`config.mk`:
```
export PLATFORM = sky130hd
export DESIGN_NAME = slot_ring_buffer
export DESIGN_NICKNAME = d
export VERILOG_FILES = /design/src/rtl/srb_pkg.sv /design/src/rtl/srb_regs.sv /design/src/rtl/srb_ctrl.sv /design/src/rtl/srb_dpath.sv /design/src/rtl/slot_ring_buffer.sv
export SDC_FILE = /design/constraint.sdc
export NUM_CORES = 2
export LEC_CHECK = 0
export BUFFER_PORTS_ARGS = -buffer_cell sky130_fd_sc_hd__buf_2
export CAP_MARGIN = 15
export CELL_PAD_IN_SITES_DETAIL_PLACEMENT = 0
export CELL_PAD_IN_SITES_GLOBAL_PLACEMENT = 1
export CORE_MARGIN = 2
export CORE_UTILIZATION = 60
export DETAILED_ROUTE_END_ITERATION = 8
export PLACE_DENSITY_LB_ADDON = 0.3
export SYNTH_ARGS = -nofsm -noshare
export SYNTH_HDL_FRONTEND = slang
export SYNTH_SLANG_ARGS = --single-unit
```
`constraint.sdc`:
```
create_clock -name i_clk -period 14.2 [get_ports i_clk]
set_input_delay 0.71 -clock i_clk [delete_from_list [all_inputs] [get_ports i_clk]]
set_output_delay 0.71 -clock i_clk [all_outputs]
set_load 0.05 [all_outputs]
```
`src/rtl/srb_pkg.sv`:
```
`timescale 1ns / 1ps
// ----------------------------------------------------------------------------
// srb_pkg: shared types and constants of the slot ring buffer
// Controller states, result status codes, op codes, register indexes and the
// command/status bundles that join the controller to the datapath.
// ----------------------------------------------------------------------------
package srb_pkg;

    localparam int CFG_W  = 5;
    localparam int DATA_W = 8;
    localparam int APB_AW = 3;
    localparam int APB_DW = 32;

    localparam logic [DATA_W-1:0] PAD_BYTE = 8'h00;

    localparam logic [CFG_W-1:0] SLOT_COUNT_RST = 5'd16;
    localparam logic [CFG_W-1:0] SLOT_BYTES_RST = 5'd16;

    localparam logic OP_FILL = 1'b0;
    localparam logic OP_READ = 1'b1;

    localparam logic REG_SLOT_COUNT = 1'b0;
    localparam logic REG_SLOT_BYTES = 1'b1;

    typedef enum logic [1:0] {
        ST_CLEAR,
        ST_IDLE,
        ST_COMMIT,
        ST_READ
    } t_srb_state;

    typedef enum logic [1:0] {
        CODE_OK         = 2'd0,
        CODE_BAD_LENGTH = 2'd1,
        CODE_FULL       = 2'd2,
        CODE_EMPTY      = 2'd3
    } t_srb_code;

    typedef struct packed {
        logic      stage_wr;
        logic      fill_done;
        logic      commit_go;
        logic      mem_clr;
        logic      commit_wr;
        logic      rd_empty;
        logic      rd_go;
        logic      rd_issue;
        logic      rd_last;
        t_srb_code code;
    } t_srb_cmd;

    typedef struct packed {
        logic             out_free;
        logic             ring_empty;
        logic             ring_full;
        logic             len_bad;
        logic [CFG_W-1:0] nbytes;
    } t_srb_stat;

endpackage

```
`src/rtl/srb_regs.sv`:
```
`timescale 1ns / 1ps
// ----------------------------------------------------------------------------
// srb_regs: configuration registers
// APB-style register file holding slot_count and slot_bytes.
// ----------------------------------------------------------------------------
module srb_regs (
    input  logic                       i_clk,
    input  logic                       i_rst_n,
    input  logic                       psel,
    input  logic                       penable,
    input  logic                       pwrite,
    input  logic [srb_pkg::APB_AW-1:0] paddr,
    input  logic [srb_pkg::APB_DW-1:0] pwdata,
    output logic [srb_pkg::APB_DW-1:0] prdata,
    output logic                       pready,
    output logic [srb_pkg::CFG_W-1:0]  o_slot_count,
    output logic [srb_pkg::CFG_W-1:0]  o_slot_bytes
);

    logic [srb_pkg::CFG_W-1:0] r_slot_count;
    logic [srb_pkg::CFG_W-1:0] r_slot_bytes;
    logic                      w_wr;

    assign pready = 1'b1;
    assign w_wr   = psel && penable && pwrite;

    always_ff @(posedge i_clk) begin
        if (!i_rst_n) begin
            r_slot_count <= srb_pkg::SLOT_COUNT_RST;
            r_slot_bytes <= srb_pkg::SLOT_BYTES_RST;
        end else if (w_wr) begin
            case (paddr[2])
                srb_pkg::REG_SLOT_COUNT: begin
                    r_slot_count <= pwdata[srb_pkg::CFG_W-1:0];
                end
                srb_pkg::REG_SLOT_BYTES: begin
                    r_slot_bytes <= pwdata[srb_pkg::CFG_W-1:0];
                end
                default: begin
                end
            endcase
        end
    end

    always_comb begin
        prdata = '0;
        case (paddr[2])
            srb_pkg::REG_SLOT_COUNT: begin
                prdata = srb_pkg::APB_DW'(r_slot_count);
            end
            srb_pkg::REG_SLOT_BYTES: begin
                prdata = srb_pkg::APB_DW'(r_slot_bytes);
            end
            default: begin
                prdata = '0;
            end
        endcase
    end

    assign o_slot_count = r_slot_count;
    assign o_slot_bytes = r_slot_bytes;

endmodule

```
`src/rtl/srb_ctrl.sv`:
```
`timescale 1ns / 1ps
// ----------------------------------------------------------------------------
// srb_ctrl: slot ring buffer controller
// State machine sequencing the clearing pass, request acceptance, slot commit
// and slot read-out, plus the byte/address counter.
// ----------------------------------------------------------------------------
module srb_ctrl #(
    parameter int  MAX_SLOTS      = 16,
    parameter int  MAX_SLOT_BYTES = 16,
    localparam int DEPTH          = MAX_SLOTS * MAX_SLOT_BYTES,
    localparam int AW             = (DEPTH > 1) ? $clog2(DEPTH) : 1
) (
    input  logic                i_clk,
    input  logic                i_rst_n,
    input  logic                i_in_valid,
    input  logic                i_op,
    input  logic                i_in_last,
    input  srb_pkg::t_srb_stat  i_stat,
    output logic                o_in_stall,
    output srb_pkg::t_srb_cmd   o_cmd,
    output logic [AW-1:0]       o_idx
);

    localparam int KW = (AW > srb_pkg::CFG_W) ? AW : srb_pkg::CFG_W;

    srb_pkg::t_srb_state r_state;
    srb_pkg::t_srb_state n_state;
    logic [AW-1:0]       r_cnt;
    logic [AW-1:0]       n_cnt;
    logic                w_byte_last;
    logic                w_clr_last;

    assign w_byte_last = (KW'(r_cnt) == (KW'(i_stat.nbytes) - KW'(1)));
    assign w_clr_last  = (r_cnt == AW'(DEPTH - 1));

    always_ff @(posedge i_clk) begin
        if (!i_rst_n) begin
            r_state <= srb_pkg::ST_CLEAR;
            r_cnt   <= '0;
        end else begin
            r_state <= n_state;
            r_cnt   <= n_cnt;
        end
    end

    always_comb begin
        n_state      = r_state;
        n_cnt        = r_cnt;
        o_cmd        = '0;
        o_cmd.code   = srb_pkg::CODE_OK;
        o_in_stall   = 1'b1;
        case (r_state)
            srb_pkg::ST_CLEAR: begin
                o_cmd.mem_clr = 1'b1;
                if (w_clr_last) begin
                    n_state = srb_pkg::ST_IDLE;
                    n_cnt   = '0;
                end else begin
                    n_cnt = r_cnt + AW'(1);
                end
            end
            srb_pkg::ST_IDLE: begin
                o_in_stall = !i_stat.out_free;
                if (i_in_valid && i_stat.out_free) begin
                    n_cnt = '0;
                    if (i_op == srb_pkg::OP_FILL) begin
                        o_cmd.stage_wr = 1'b1;
                        if (i_in_last) begin
                            o_cmd.fill_done = 1'b1;
                            if (i_stat.len_bad) begin
                                o_cmd.code = srb_pkg::CODE_BAD_LENGTH;
                            end else if (i_stat.ring_full) begin
                                o_cmd.code = srb_pkg::CODE_FULL;
                            end else begin
                                o_cmd.commit_go = 1'b1;
                                n_state         = srb_pkg::ST_COMMIT;
                            end
                        end
                    end else if (i_stat.ring_empty) begin
                        o_cmd.rd_empty = 1'b1;
                        o_cmd.code     = srb_pkg::CODE_EMPTY;
                    end else begin
                        o_cmd.rd_go = 1'b1;
                        n_state     = srb_pkg::ST_READ;
                    end
                end
            end
            srb_pkg::ST_COMMIT: begin
                o_cmd.commit_wr = 1'b1;
                if (w_byte_last) begin
                    n_state = srb_pkg::ST_IDLE;
                    n_cnt   = '0;
                end else begin
                    n_cnt = r_cnt + AW'(1);
                end
            end
            srb_pkg::ST_READ: begin
                if (i_stat.out_free) begin
                    o_cmd.rd_issue = 1'b1;
                    o_cmd.rd_last  = w_byte_last;
                    if (w_byte_last) begin
                        n_state = srb_pkg::ST_IDLE;
                        n_cnt   = '0;
                    end else begin
                        n_cnt = r_cnt + AW'(1);
                    end
                end
            end
            default: begin
                n_state = srb_pkg::ST_IDLE;
                n_cnt   = '0;
            end
        endcase
    end

    assign o_idx = r_cnt;

endmodule

```
`src/rtl/srb_dpath.sv`:
```
`timescale 1ns / 1ps
// ----------------------------------------------------------------------------
// srb_dpath: slot ring buffer datapath
// Slot memory, staging slot, ring pointers, fill level and result register.
// ----------------------------------------------------------------------------
module srb_dpath #(
    parameter int  MAX_SLOTS      = 16,
    parameter int  MAX_SLOT_BYTES = 16,
    localparam int DEPTH          = MAX_SLOTS * MAX_SLOT_BYTES,
    localparam int AW             = (DEPTH > 1) ? $clog2(DEPTH) : 1
) (
    input  logic                        i_clk,
    input  logic                        i_rst_n,
    input  srb_pkg::t_srb_cmd           i_cmd,
    input  logic [AW-1:0]               i_idx,
    input  logic [srb_pkg::DATA_W-1:0]  i_data_in,
    input  logic                        i_out_stall,
    input  logic [srb_pkg::CFG_W-1:0]   i_slot_count,
    input  logic [srb_pkg::CFG_W-1:0]   i_slot_bytes,
    output srb_pkg::t_srb_stat          o_stat,
    output logic                        o_out_valid,
    output logic [1:0]                  o_status,
    output logic [srb_pkg::DATA_W-1:0]  o_data_out,
    output logic                        o_out_last,
    output logic [srb_pkg::CFG_W-1:0]   o_level
);

    localparam int SW  = (MAX_SLOTS > 1) ? $clog2(MAX_SLOTS) : 1;
    localparam int BW  = (MAX_SLOT_BYTES > 1) ? $clog2(MAX_SLOT_BYTES) : 1;
    localparam int LW  = $clog2(MAX_SLOT_BYTES + 2);
    localparam int PW  = (SW > srb_pkg::CFG_W) ? SW : srb_pkg::CFG_W;
    localparam int LCW = (LW > srb_pkg::CFG_W) ? LW : srb_pkg::CFG_W;

    // wrap to slot 0 at or past the last slot in use
    function automatic logic [SW-1:0] f_advance(input logic [SW-1:0] p,
                                                input logic [srb_pkg::CFG_W-1:0] n);
        logic [SW-1:0] res;
        if (PW'(p) >= (PW'(n) - PW'(1))) begin
            res = '0;
        end else begin
            res = p + SW'(1);
        end
        return res;
    endfunction

    logic [srb_pkg::DATA_W-1:0] mem [DEPTH];
    logic [srb_pkg::DATA_W-1:0] r_rdata;
    logic [srb_pkg::DATA_W-1:0] r_stg [MAX_SLOT_BYTES];

    logic [SW-1:0]              r_head, n_head;
    logic [SW-1:0]              r_tail, n_tail;
    logic [SW-1:0]              r_wr_slot, n_wr_slot;
    logic [SW-1:0]              r_rd_slot, n_rd_slot;
    logic [srb_pkg::CFG_W-1:0]  r_filled, n_filled;
    logic [LW-1:0]              r_len, n_len;
    logic [LW-1:0]              r_commit_len, n_commit_len;

    logic                       r_out_valid;
    srb_pkg::t_srb_code         r_out_code;
    logic                       r_out_last;
    logic [srb_pkg::CFG_W-1:0]  r_out_level;
    logic                       r_out_rd;

    logic [srb_pkg::CFG_W-1:0]  w_nslots;
    logic [srb_pkg::CFG_W-1:0]  w_nbytes;
    logic [LW-1:0]              w_len_next;
    logic [BW-1:0]              w_byte_idx;
    logic [AW-1:0]              w_wr_addr_cm;
    logic [AW-1:0]              w_rd_addr;
    logic [AW-1:0]              w_mem_waddr;
    logic [srb_pkg::DATA_W-1:0] w_mem_wdata;
    logic [srb_pkg::DATA_W-1:0] w_commit_byte;
    logic                       w_mem_we;
    logic                       w_out_load;

    // clamp the registers to the legal range
    always_comb begin
        if (i_slot_count == '0) begin
            w_nslots = srb_pkg::CFG_W'(1);
        end else if (32'(i_slot_count) > MAX_SLOTS) begin
            w_nslots = srb_pkg::CFG_W'(MAX_SLOTS);
        end else begin
            w_nslots = i_slot_count;
        end
        if (i_slot_bytes == '0) begin
            w_nbytes = srb_pkg::CFG_W'(1);
        end else if (32'(i_slot_bytes) > MAX_SLOT_BYTES) begin
            w_nbytes = srb_pkg::CFG_W'(MAX_SLOT_BYTES);
        end else begin
            w_nbytes = i_slot_bytes;
        end
    end

    // staged length saturates one past the largest slot
    assign w_len_next = (r_len <= LW'(MAX_SLOT_BYTES)) ? (r_len + LW'(1)) : r_len;

    assign o_stat.out_free   = !r_out_valid || !i_out_stall;
    assign o_stat.ring_empty = (r_filled == '0);
    assign o_stat.ring_full  = (r_filled >= w_nslots);
    assign o_stat.len_bad    = (LCW'(w_len_next) > LCW'(w_nbytes));
    assign o_stat.nbytes     = w_nbytes;

    always_comb begin
        n_head       = r_head;
        n_tail       = r_tail;
        n_wr_slot    = r_wr_slot;
        n_rd_slot    = r_rd_slot;
        n_filled     = r_filled;
        n_len        = r_len;
        n_commit_len = r_commit_len;
        if (i_cmd.stage_wr) begin
            n_len = w_len_next;
        end
        if (i_cmd.fill_done) begin
            n_len        = '0;
            n_commit_len = w_len_next;
        end
        if (i_cmd.commit_go) begin
            n_wr_slot = r_head;
            n_filled  = r_filled + srb_pkg::CFG_W'(1);
            if ((r_filled + srb_pkg::CFG_W'(1)) < w_nslots) begin
                n_head = f_advance(r_head, w_nslots);
            end
        end
        if (i_cmd.rd_go) begin
            n_rd_slot = r_tail;
            n_tail    = f_advance(r_tail, w_nslots);
            n_filled  = r_filled - srb_pkg::CFG_W'(1);
            if (r_filled >= w_nslots) begin
                n_head = f_advance(r_head, w_nslots);
            end
        end
    end

    always_ff @(posedge i_clk) begin
        if (!i_rst_n) begin
            r_head   <= '0;
            r_tail   <= '0;
            r_filled <= '0;
            r_len    <= '0;
        end else begin
            r_head   <= n_head;
            r_tail   <= n_tail;
            r_filled <= n_filled;
            r_len    <= n_len;
        end
    end

    always_ff @(posedge i_clk) begin
        r_wr_slot    <= n_wr_slot;
        r_rd_slot    <= n_rd_slot;
        r_commit_len <= n_commit_len;
        if (i_cmd.stage_wr && (r_len < LW'(MAX_SLOT_BYTES))) begin
            r_stg[r_len[BW-1:0]] <= i_data_in;
        end
    end

    // staging bytes past the message length read as padding
    assign w_byte_idx    = i_idx[BW-1:0];
    assign w_commit_byte = (LW'(w_byte_idx) < r_commit_len) ? r_stg[w_byte_idx]
                                                            : srb_pkg::PAD_BYTE;
    assign w_wr_addr_cm  = AW'(AW'(r_wr_slot) * AW'(MAX_SLOT_BYTES)) + AW'(w_byte_idx);
    assign w_rd_addr     = AW'(AW'(r_rd_slot) * AW'(MAX_SLOT_BYTES)) + AW'(w_byte_idx);

    always_comb begin
        w_mem_we    = i_cmd.mem_clr || i_cmd.commit_wr || i_cmd.rd_issue;
        w_mem_wdata = srb_pkg::PAD_BYTE;
        w_mem_waddr = w_rd_addr;
        if (i_cmd.mem_clr) begin
            w_mem_waddr = i_idx;
        end else if (i_cmd.commit_wr) begin
            w_mem_waddr = w_wr_addr_cm;
            w_mem_wdata = w_commit_byte;
        end
    end

    // a read clears the byte it returns in the same cycle
    always_ff @(posedge i_clk) begin
        if (w_mem_we) begin
            mem[w_mem_waddr] <= w_mem_wdata;
        end
        if (i_cmd.rd_issue) begin
            r_rdata <= mem[w_rd_addr];
        end
    end

    assign w_out_load = i_cmd.fill_done || i_cmd.rd_empty || i_cmd.rd_issue;

    always_ff @(posedge i_clk) begin
        if (!i_rst_n) begin
            r_out_valid <= 1'b0;
        end else if (w_out_load) begin
            r_out_valid <= 1'b1;
        end else if (!i_out_stall) begin
            r_out_valid <= 1'b0;
        end
    end

    always_ff @(posedge i_clk) begin
        if (w_out_load) begin
            r_out_code  <= i_cmd.code;
            r_out_last  <= i_cmd.rd_issue ? i_cmd.rd_last : 1'b1;
            r_out_level <= n_filled;
            r_out_rd    <= i_cmd.rd_issue;
        end
    end

    assign o_out_valid = r_out_valid;
    assign o_status    = r_out_code;
    assign o_data_out  = r_out_rd ? r_rdata : srb_pkg::PAD_BYTE;
    assign o_out_last  = r_out_last;
    assign o_level     = r_out_level;

endmodule

```
`src/rtl/slot_ring_buffer.sv`:
```
`timescale 1ns / 1ps
// ----------------------------------------------------------------------------
// slot_ring_buffer: FIFO of fixed-size message slots
// Gathers byte-streamed messages into a staging slot, commits them into a ring
// of slots and streams the oldest slot back out, zero-padded, on request.
// ----------------------------------------------------------------------------
// Usage and timing: after reset the block runs a clearing pass over the slot
// memory, all MAX_SLOTS * MAX_SLOT_BYTES bytes (256 at the defaults), and stalls
// the input channel until it ends; register writes are taken throughout. A
// fill byte without the end mark is taken and gives no result. A marked
// fill byte gives one status result at once; when it commits, the staging
// slot is copied into the slot memory one byte a cycle, so the next request
// waits until the copy ends, on the single write port. A read
// of a filled ring gives slot_bytes results at one per cycle when the output
// is not stalled, each byte read from and cleared in the slot memory in the
// same cycle; a read of an empty ring gives one result. Ring state changes
// (head, tail, level) take effect when the request is accepted, and every
// result of a read carries the level left after that read.
// ----------------------------------------------------------------------------
module slot_ring_buffer #(
    parameter int MAX_SLOTS      = 16,
    parameter int MAX_SLOT_BYTES = 16
) (
    input  logic                       i_clk,
    input  logic                       i_rst_n,
    // request channel
    input  logic                       i_in_valid,
    output logic                       o_in_stall,
    input  logic                       i_op,
    input  logic [srb_pkg::DATA_W-1:0] i_data_in,
    input  logic                       i_in_last,
    // result channel
    output logic                       o_out_valid,
    input  logic                       i_out_stall,
    output logic [1:0]                 o_status,
    output logic [srb_pkg::DATA_W-1:0] o_data_out,
    output logic                       o_out_last,
    output logic [srb_pkg::CFG_W-1:0]  o_level,
    // register port
    input  logic                       psel,
    input  logic                       penable,
    input  logic                       pwrite,
    input  logic [srb_pkg::APB_AW-1:0] paddr,
    input  logic [srb_pkg::APB_DW-1:0] pwdata,
    output logic [srb_pkg::APB_DW-1:0] prdata,
    output logic                       pready
);

    localparam int DEPTH = MAX_SLOTS * MAX_SLOT_BYTES;
    localparam int AW    = (DEPTH > 1) ? $clog2(DEPTH) : 1;

    logic [srb_pkg::CFG_W-1:0] w_slot_count;
    logic [srb_pkg::CFG_W-1:0] w_slot_bytes;
    srb_pkg::t_srb_cmd         w_cmd;
    srb_pkg::t_srb_stat        w_stat;
    logic [AW-1:0]             w_idx;

    // configuration registers
    srb_regs u_regs (
        .i_clk        (i_clk),
        .i_rst_n      (i_rst_n),
        .psel         (psel),
        .penable      (penable),
        .pwrite       (pwrite),
        .paddr        (paddr),
        .pwdata       (pwdata),
        .prdata       (prdata),
        .pready       (pready),
        .o_slot_count (w_slot_count),
        .o_slot_bytes (w_slot_bytes)
    );

    // sequencing: clearing pass, accept requests, drive commit and read-out sweeps
    srb_ctrl #(
        .MAX_SLOTS      (MAX_SLOTS),
        .MAX_SLOT_BYTES (MAX_SLOT_BYTES)
    ) u_ctrl (
        .i_clk      (i_clk),
        .i_rst_n    (i_rst_n),
        .i_in_valid (i_in_valid),
        .i_op       (i_op),
        .i_in_last  (i_in_last),
        .i_stat     (w_stat),
        .o_in_stall (o_in_stall),
        .o_cmd      (w_cmd),
        .o_idx      (w_idx)
    );

    // storage, pointers and the result register
    srb_dpath #(
        .MAX_SLOTS      (MAX_SLOTS),
        .MAX_SLOT_BYTES (MAX_SLOT_BYTES)
    ) u_dpath (
        .i_clk        (i_clk),
        .i_rst_n      (i_rst_n),
        .i_cmd        (w_cmd),
        .i_idx        (w_idx),
        .i_data_in    (i_data_in),
        .i_out_stall  (i_out_stall),
        .i_slot_count (w_slot_count),
        .i_slot_bytes (w_slot_bytes),
        .o_stat       (w_stat),
        .o_out_valid  (o_out_valid),
        .o_status     (o_status),
        .o_data_out   (o_data_out),
        .o_out_last   (o_out_last),
        .o_level      (o_level)
    );

`ifndef SYNTHESIS
    // the clearing pass holds off requests right after reset
    a_clear_after_reset: assert property (@(posedge i_clk)
        !i_rst_n |=> o_in_stall)
        else $error("request taken during clearing pass");

    // an empty result is final and reports an empty ring
    a_empty_level: assert property (@(posedge i_clk) disable iff (!i_rst_n)
        (o_out_valid && (o_status == srb_pkg::CODE_EMPTY))
            |-> ((o_level == '0) && o_out_last))
        else $error("empty result with nonzero level or no last mark");

    // only slot bytes of a read carry data
    a_zero_pad: assert property (@(posedge i_clk) disable iff (!i_rst_n)
        (o_out_valid && (o_status != srb_pkg::CODE_OK))
            |-> (o_data_out == srb_pkg::PAD_BYTE))
        else $error("status result carries data");

    // a read byte never overwrites a stalled result
    a_no_overrun: assert property (@(posedge i_clk) disable iff (!i_rst_n)
        w_cmd.rd_issue |-> !(o_out_valid && i_out_stall))
        else $error("read byte issued over a stalled result");
`endif

endmodule

```
# After elaboration in Yosys (flattened, before gate mapping)
# Memory sizes are Yosys's and may differ from the RTL's. A register that Yosys moved wholly into a read port is not among the register bits.
# Cells that the tools add are included.
# Widths: inputs -> output; s select.
[totals]
reg_bits = 61
ram_bits = 2176
input_bits = 52
out_inout_bits = 51
wordCells = 139
mem_count = 2
[mem_list]
columns = ["memory", "words", "word_bits", "read_ports", "rd_clocked_by_memory_dff", "write_ports", "line", "source"]
rows = [
  ["u_dpath.mem", 256, 8, 1, 1, 1, "srb_dpath.sv:46", "logic [srb_pkg::DATA_W-1:0] mem [DEPTH];"],
  ["u_dpath.r_stg", 16, 8, 1, 1, 1, "srb_dpath.sv:48", "logic [srb_pkg::DATA_W-1:0] r_stg [MAX_SLOT_BYTES];"],
]
[op_classes]
addsub = 10
order_cmp = 10
n_eq_ne = 13
n_mux = 64
n_bitwise = 2
reduce_logical = 22
[op_table]
columns = ["cell", "count"]
rows = [
  ["$mux 8", 10],
  ["$pmux 32 s2", 1],
  ["$mux 2", 20],
  ["$mux 5", 7],
  ["$mux 4", 8],
  ["$pmux 8 s4", 1],
  ["$add 8x4->8", 2],
  ["$logic_not 5->1", 3],
  ["$mux 1", 13],
  ["$ne 3x3->1 const B", 4],
  ["$add 5x1->5 const B", 2],
  ["$ge 4x5->1", 2],
  ["$gt 5x5->1 const B", 2],
  ["$sub 5x1->5 const B", 2],
  ["$mux 3", 3],
  ["$add 4x1->4 const B", 2],
  ["$add 8x1->8 const B", 1],
  ["$eq 8x8->1", 1],
  ["$eq 8x8->1 const B", 1],
  ["$ne 2x1->1 const B", 4],
  ["$pmux 2 s4", 1],
  ["$reduce_and 2->1", 4],
  ["$reduce_and 7->1", 1],
  ["$sub 5x1->6 const B", 1],
  ["other kinds (14)", 25],
]

# Depth between registers and ports, before layout
[depth]
depth_word = 13
mapped_depth = 15

# Modules after synthesis
# A second synthesis with hierarchy kept.
[unflattened]
cells_unflattened = 4426
hier_area_um2 = 88481.1
[modules_own_cells]
columns = ["mod", "n_inst", "cells_per_inst", "area_each_um2"]
rows = [
  ["srb_dpath", 1, 4246, 86953.4],
  ["srb_ctrl", 1, 106, 837.1],
  ["srb_regs", 1, 74, 690.7],
]

# Least setup slack after synthesis
# Ideal clock, no wire load.
[synth_timing]
kind = "register to register"
start = "register u_ctrl.r_cnt[0], in the netlist u_ctrl.o_idx[0]"
end = "memory u_dpath.mem[0][0] (netlist name) (data pin)"
t_arrival_ns = 7.925
t_required_ns = 12.738
path_slack_ns = 4.812
path_stages_with_launch = 12
path_buffers = 4
path_cell_list = "dfxtp_1 buf_6 buf_8 buf_8 buf_6 inv_1 a21boi_0 o21ai_0 nand2b_1 a21oi_1 o211ai_1 nor2b_1"
[synth_between]
elab_chain_len = 4
[synth_rtl]
columns = ["element", "line", "source"]
rows = [
  ["start: declaration", "srb_ctrl.sv:28", "logic [AW-1:0] r_cnt;"],
  ["start signal: assignment", "srb_ctrl.sv:42", "r_cnt <= n_cnt;"],
  ["$lt 4x5->1", "srb_dpath.sv:160", "assign w_commit_byte = (LW'(w_byte_idx) < r_commit_len) ? r_stg[w_byte_idx]"],
  ["$mux 8", "srb_dpath.sv:160", ""],
  ["$mux 8", "srb_dpath.sv:171", "end else if (i_cmd.commit_wr) begin"],
  ["$mux 8", "srb_dpath.sv:169", "if (i_cmd.mem_clr) begin"],
  ["via u_dpath.w_mem_wdata (one bit)", "srb_dpath.sv:71", "logic [srb_pkg::DATA_W-1:0] w_mem_wdata;"],
  ["end: declaration", "srb_dpath.sv:46", ""],
]
# The timed path passes the listed nets, and every way through them passes these cells.

# Worst setup path after layout
[layout_timing]
start = "register u_ctrl.r_cnt[0], in the netlist u_ctrl.o_idx[0]"
end = "register u_dpath.r_rdata[4] (netlist name), read port of u_dpath.mem (data pin)"
[layout_between]
elab_chain_len = 1
[layout_rtl]
columns = ["element", "line", "source"]
rows = [
  ["$add 8x4->8", "srb_dpath.sv:163", "assign w_rd_addr = AW'(AW'(r_rd_slot) * AW'(MAX_SLOT_BYTES)) + AW'(w_byte_idx);"],
  ["end: declaration", "srb_dpath.sv:47", "logic [srb_pkg::DATA_W-1:0] r_rdata;"],
]
# Every way passes these cells.
# A chain may end at the register's enable or synchronous reset.

==> out/qor.txt <==
global-route wire length before repair: 312000 um
final critical-path share of the clock period: 38.3%
count of port buffers added during placement: 45
final number of max-transition violations: 0
largest area contributor in the netlist: edfxtp_1
Hold Violations, Final: 0
cell count after synthesis: 4374
Max Fclk: 184 MHz
final total negative setup slack: 0 ns
die boundary width: 388 um
Syn Std Cell Area: 0.0887 mm2
aggregate global-route resource usage: 29.1%
most frequent standard cell in the layout excluding fill and tap cells: edfxtp_1
post-layout min period: 5.44 ns
count of H-tree levels built during CTS: 4
number of flip-flops and latches in the synthesized netlist: 2249
result of the run: completed
post-synthesis async set-or-reset flop share: 0%
CORE AREA: 0.147 mm2
VDD IR-drop max: 0.107 mV
cell types occupying the most area after synthesis: edfxtp_1 (75%), mux4_2 (13%), mux2i_1 (1.7%)
antenna violations before repair: 8
vias: 44800
critical path fanouts, max: 95
post-detailed-route DRC marker count: 0
number of DRC markers after the initial detailed-route iteration: 5957
Syn Area/Cell: 20.3 um2
slew margin rel.: 11.8%
DIE AREA: 0.151 mm2
maximum clock skew at final layout: 0.0376 ns
required time at the endpoint of the critical path: 14.78 ns
GR Overflow Total: 0
Pre-Repair DR Iteration Count: 6
Leak Pwr: 33.6 nW
data arrival time of the critical path: 6.01 ns
critical path class: reg2reg
largest net degree at the start of global routing: 193
half-perimeter wire length after placement: 128000 um
vias in the first global route: 43800
Clock Pin Slew Worst Setup and Hold Paths: 0.07 ns
slew at the pin closest to its max-slew limit: 1.31 ns
count of endpoints failing setup in the final report: 0
count of different cell masters after synthesis: 78
crit path launch type: flop
nets@finish: 4565
number of enable flip-flop cells after synthesis: 2206
Ys Warns: 0
min-delay worst type: in2reg
area fraction of the dominant cell type after synthesis: 74.7%
aggregate routed wire length: 218000 um
MaxCap Viol Count: 0
post-route standard cell area excluding fillers: 0.0976 mm2
PwrDens: 146 mW/mm2
CTS Root Buffer Type: clkbuf_16
flip-flop cell with the highest count after synthesis: edfxtp_1
initial cell density of the core: 60.2%
Critical Path End Type: flop
Die Y: 388 um
routability congestion estimate from global placement: 0.877
wire length per cell: 33.1 um
I/O pins: 103
antenna-violating nets left: 0
clock tree from TritonCTS: yes
setup repair after global routing missed its margin: no
# clock sinks: 2249
Util after Layout: 66.3%
number of CTS-inserted buffers: 214
commonest non-fill, non-tap cells in the layout: edfxtp_1 (2206), mux4_2 (520), nor2_1 (346), clkbuf_16 (216), mux2i_1 (152)
fraction of layout cells with a size suffix above 1: 21.9%
Vias per Instance: 6.80
number of buffers on the longest clock path: 3
Placed Instance Area: 0.0907 mm2
std cell rows: 141
sequential cell area fraction in the yosys report: 75.7%
Syn-to-layout area delta: 10.0%
insertion delay to the later sink of the worst-skew pair: 0.85 ns
PostCTS Resize Cnt: 0
cts-stage hold buffer count: 0
setup bufs post-CTS: 0
state kept, by name, indices dropped and copies added (netlist names), 2 cells and up, named ones only:
signal and cells:
u_ctrl.r_state 2, u_ctrl.o_idx 8, u_dpath.o_level 5, u_dpath.r_wr_slot 4
u_dpath.r_tail 4, u_dpath.o_status 2, u_dpath.r_rd_slot 4, u_dpath.r_head 4
u_dpath.r_len 5, u_dpath.r_commit_len 5, u_dpath.r_filled 5, u_regs.o_slot_bytes 5
u_dpath.mem 2048, u_dpath.r_rdata 8, u_regs.o_slot_count 5, u_dpath.r_stg 128
Yosys cell counts (30+ instances only):
| library cell | instances |
|---|---|
| edfxtp_1 | 2206 |
| mux4_2 | 520 |
| nor2_1 | 347 |
| mux2i_1 | 152 |
| nand2_1 | 128 |
| clkbuf_1 | 105 |
| a22oi_1 | 81 |
| a21oi_1 | 64 |
| buf_2 | 58 |
| buf_4 | 56 |
| o21ai_0 | 48 |
| dfxtp_1 | 43 |
| ha_1 | 35 |
| nand3_1 | 34 |
| buf_6 | 32 |
| nor3_1 | 32 |
| a211oi_1 | 30 |
| o22ai_1 | 30 |
metal layers:
metal | share of wire (%) | track usage (%)
met2 | 47 | 44.6
met1 | 38 | 42.0
met4 | 3.5 | 9.73
met3 | 11 | 6.89
met5 | 0.020 | 0
path summary, 6_finish.rpt:
check	from	end	slack, ns	depth (start not counted)
max	u_ctrl.o_idx[0]	u_dpath.r_rdata[4]	8.76	9
min	pwdata[2]	u_regs.o_slot_bytes[2]	0.12	3
max reg2reg	u_ctrl.o_idx[0]	u_dpath.r_rdata[4]	8.76	9
min reg2reg	u_dpath.r_tail[3]	u_dpath.r_rd_slot[3]	0.51	0
cell families after synthesis:
kind of cell | share of synthesized area, %
flip-flops | 75.7
multiplexers | 15.3
AND/OR/NAND/NOR | 3.36
AO/OA/AOI/OAI | 2.96
buffers and inverters | 1.96
adder cells (fa/ha/maj) | 0.528
XOR/XNOR | 0.262
other | 0.00847
area by class of cell:
| class | instances | area (um2) |
|---|---|---|
| Antenna cell | 1 | 2.50 |
| Clock buffer | 250 | 5530 |
| Clock inverter | 138 | 1330 |
| Fill cell | 9319 | 49700 |
| Inverter | 31 | 116 |
| Multi-Input combinational cell | 1841 | 20000 |
| Sequential cell | 2249 | 67100 |
| Tap cell | 1930 | 2410 |
| Timing Repair Buffer | 141 | 1050 |
power breakdown:
part	internal (W)	switching (W)	total, W
logic	0.000547	0.000798	0.00134
clock network	0.00319	0.00242	0.00561
registers	0.00726	0.0000413	0.00730
stage by stage:
stage               power, W  hold slack (ns)  instances  worst slack [ns]
CTS                   0.0143           0.0687       6579              8.70
global route          0.0146            0.102       6580              8.38
detailed placement   0.00878            0.476       6191              8.74
global placement     0.00877            0.483       6188              8.74
finish                0.0143            0.119       6581              8.76
floorplan            0.00843            0.454       4400              4.81
critical path, stage by stage (launching register included):
cell and delay [ns]:
dfxtp_4 0.81, buf_12 0.61, buf_12 0.55, buf_12 0.59, mux4_2 0.62, a22oi_1 0.29, a21oi_1 0.13, a211oi_1 0.68
o32a_1 0.43, o21ai_1 0.11
Note: power is estimated with default switching activity, not from simulation.
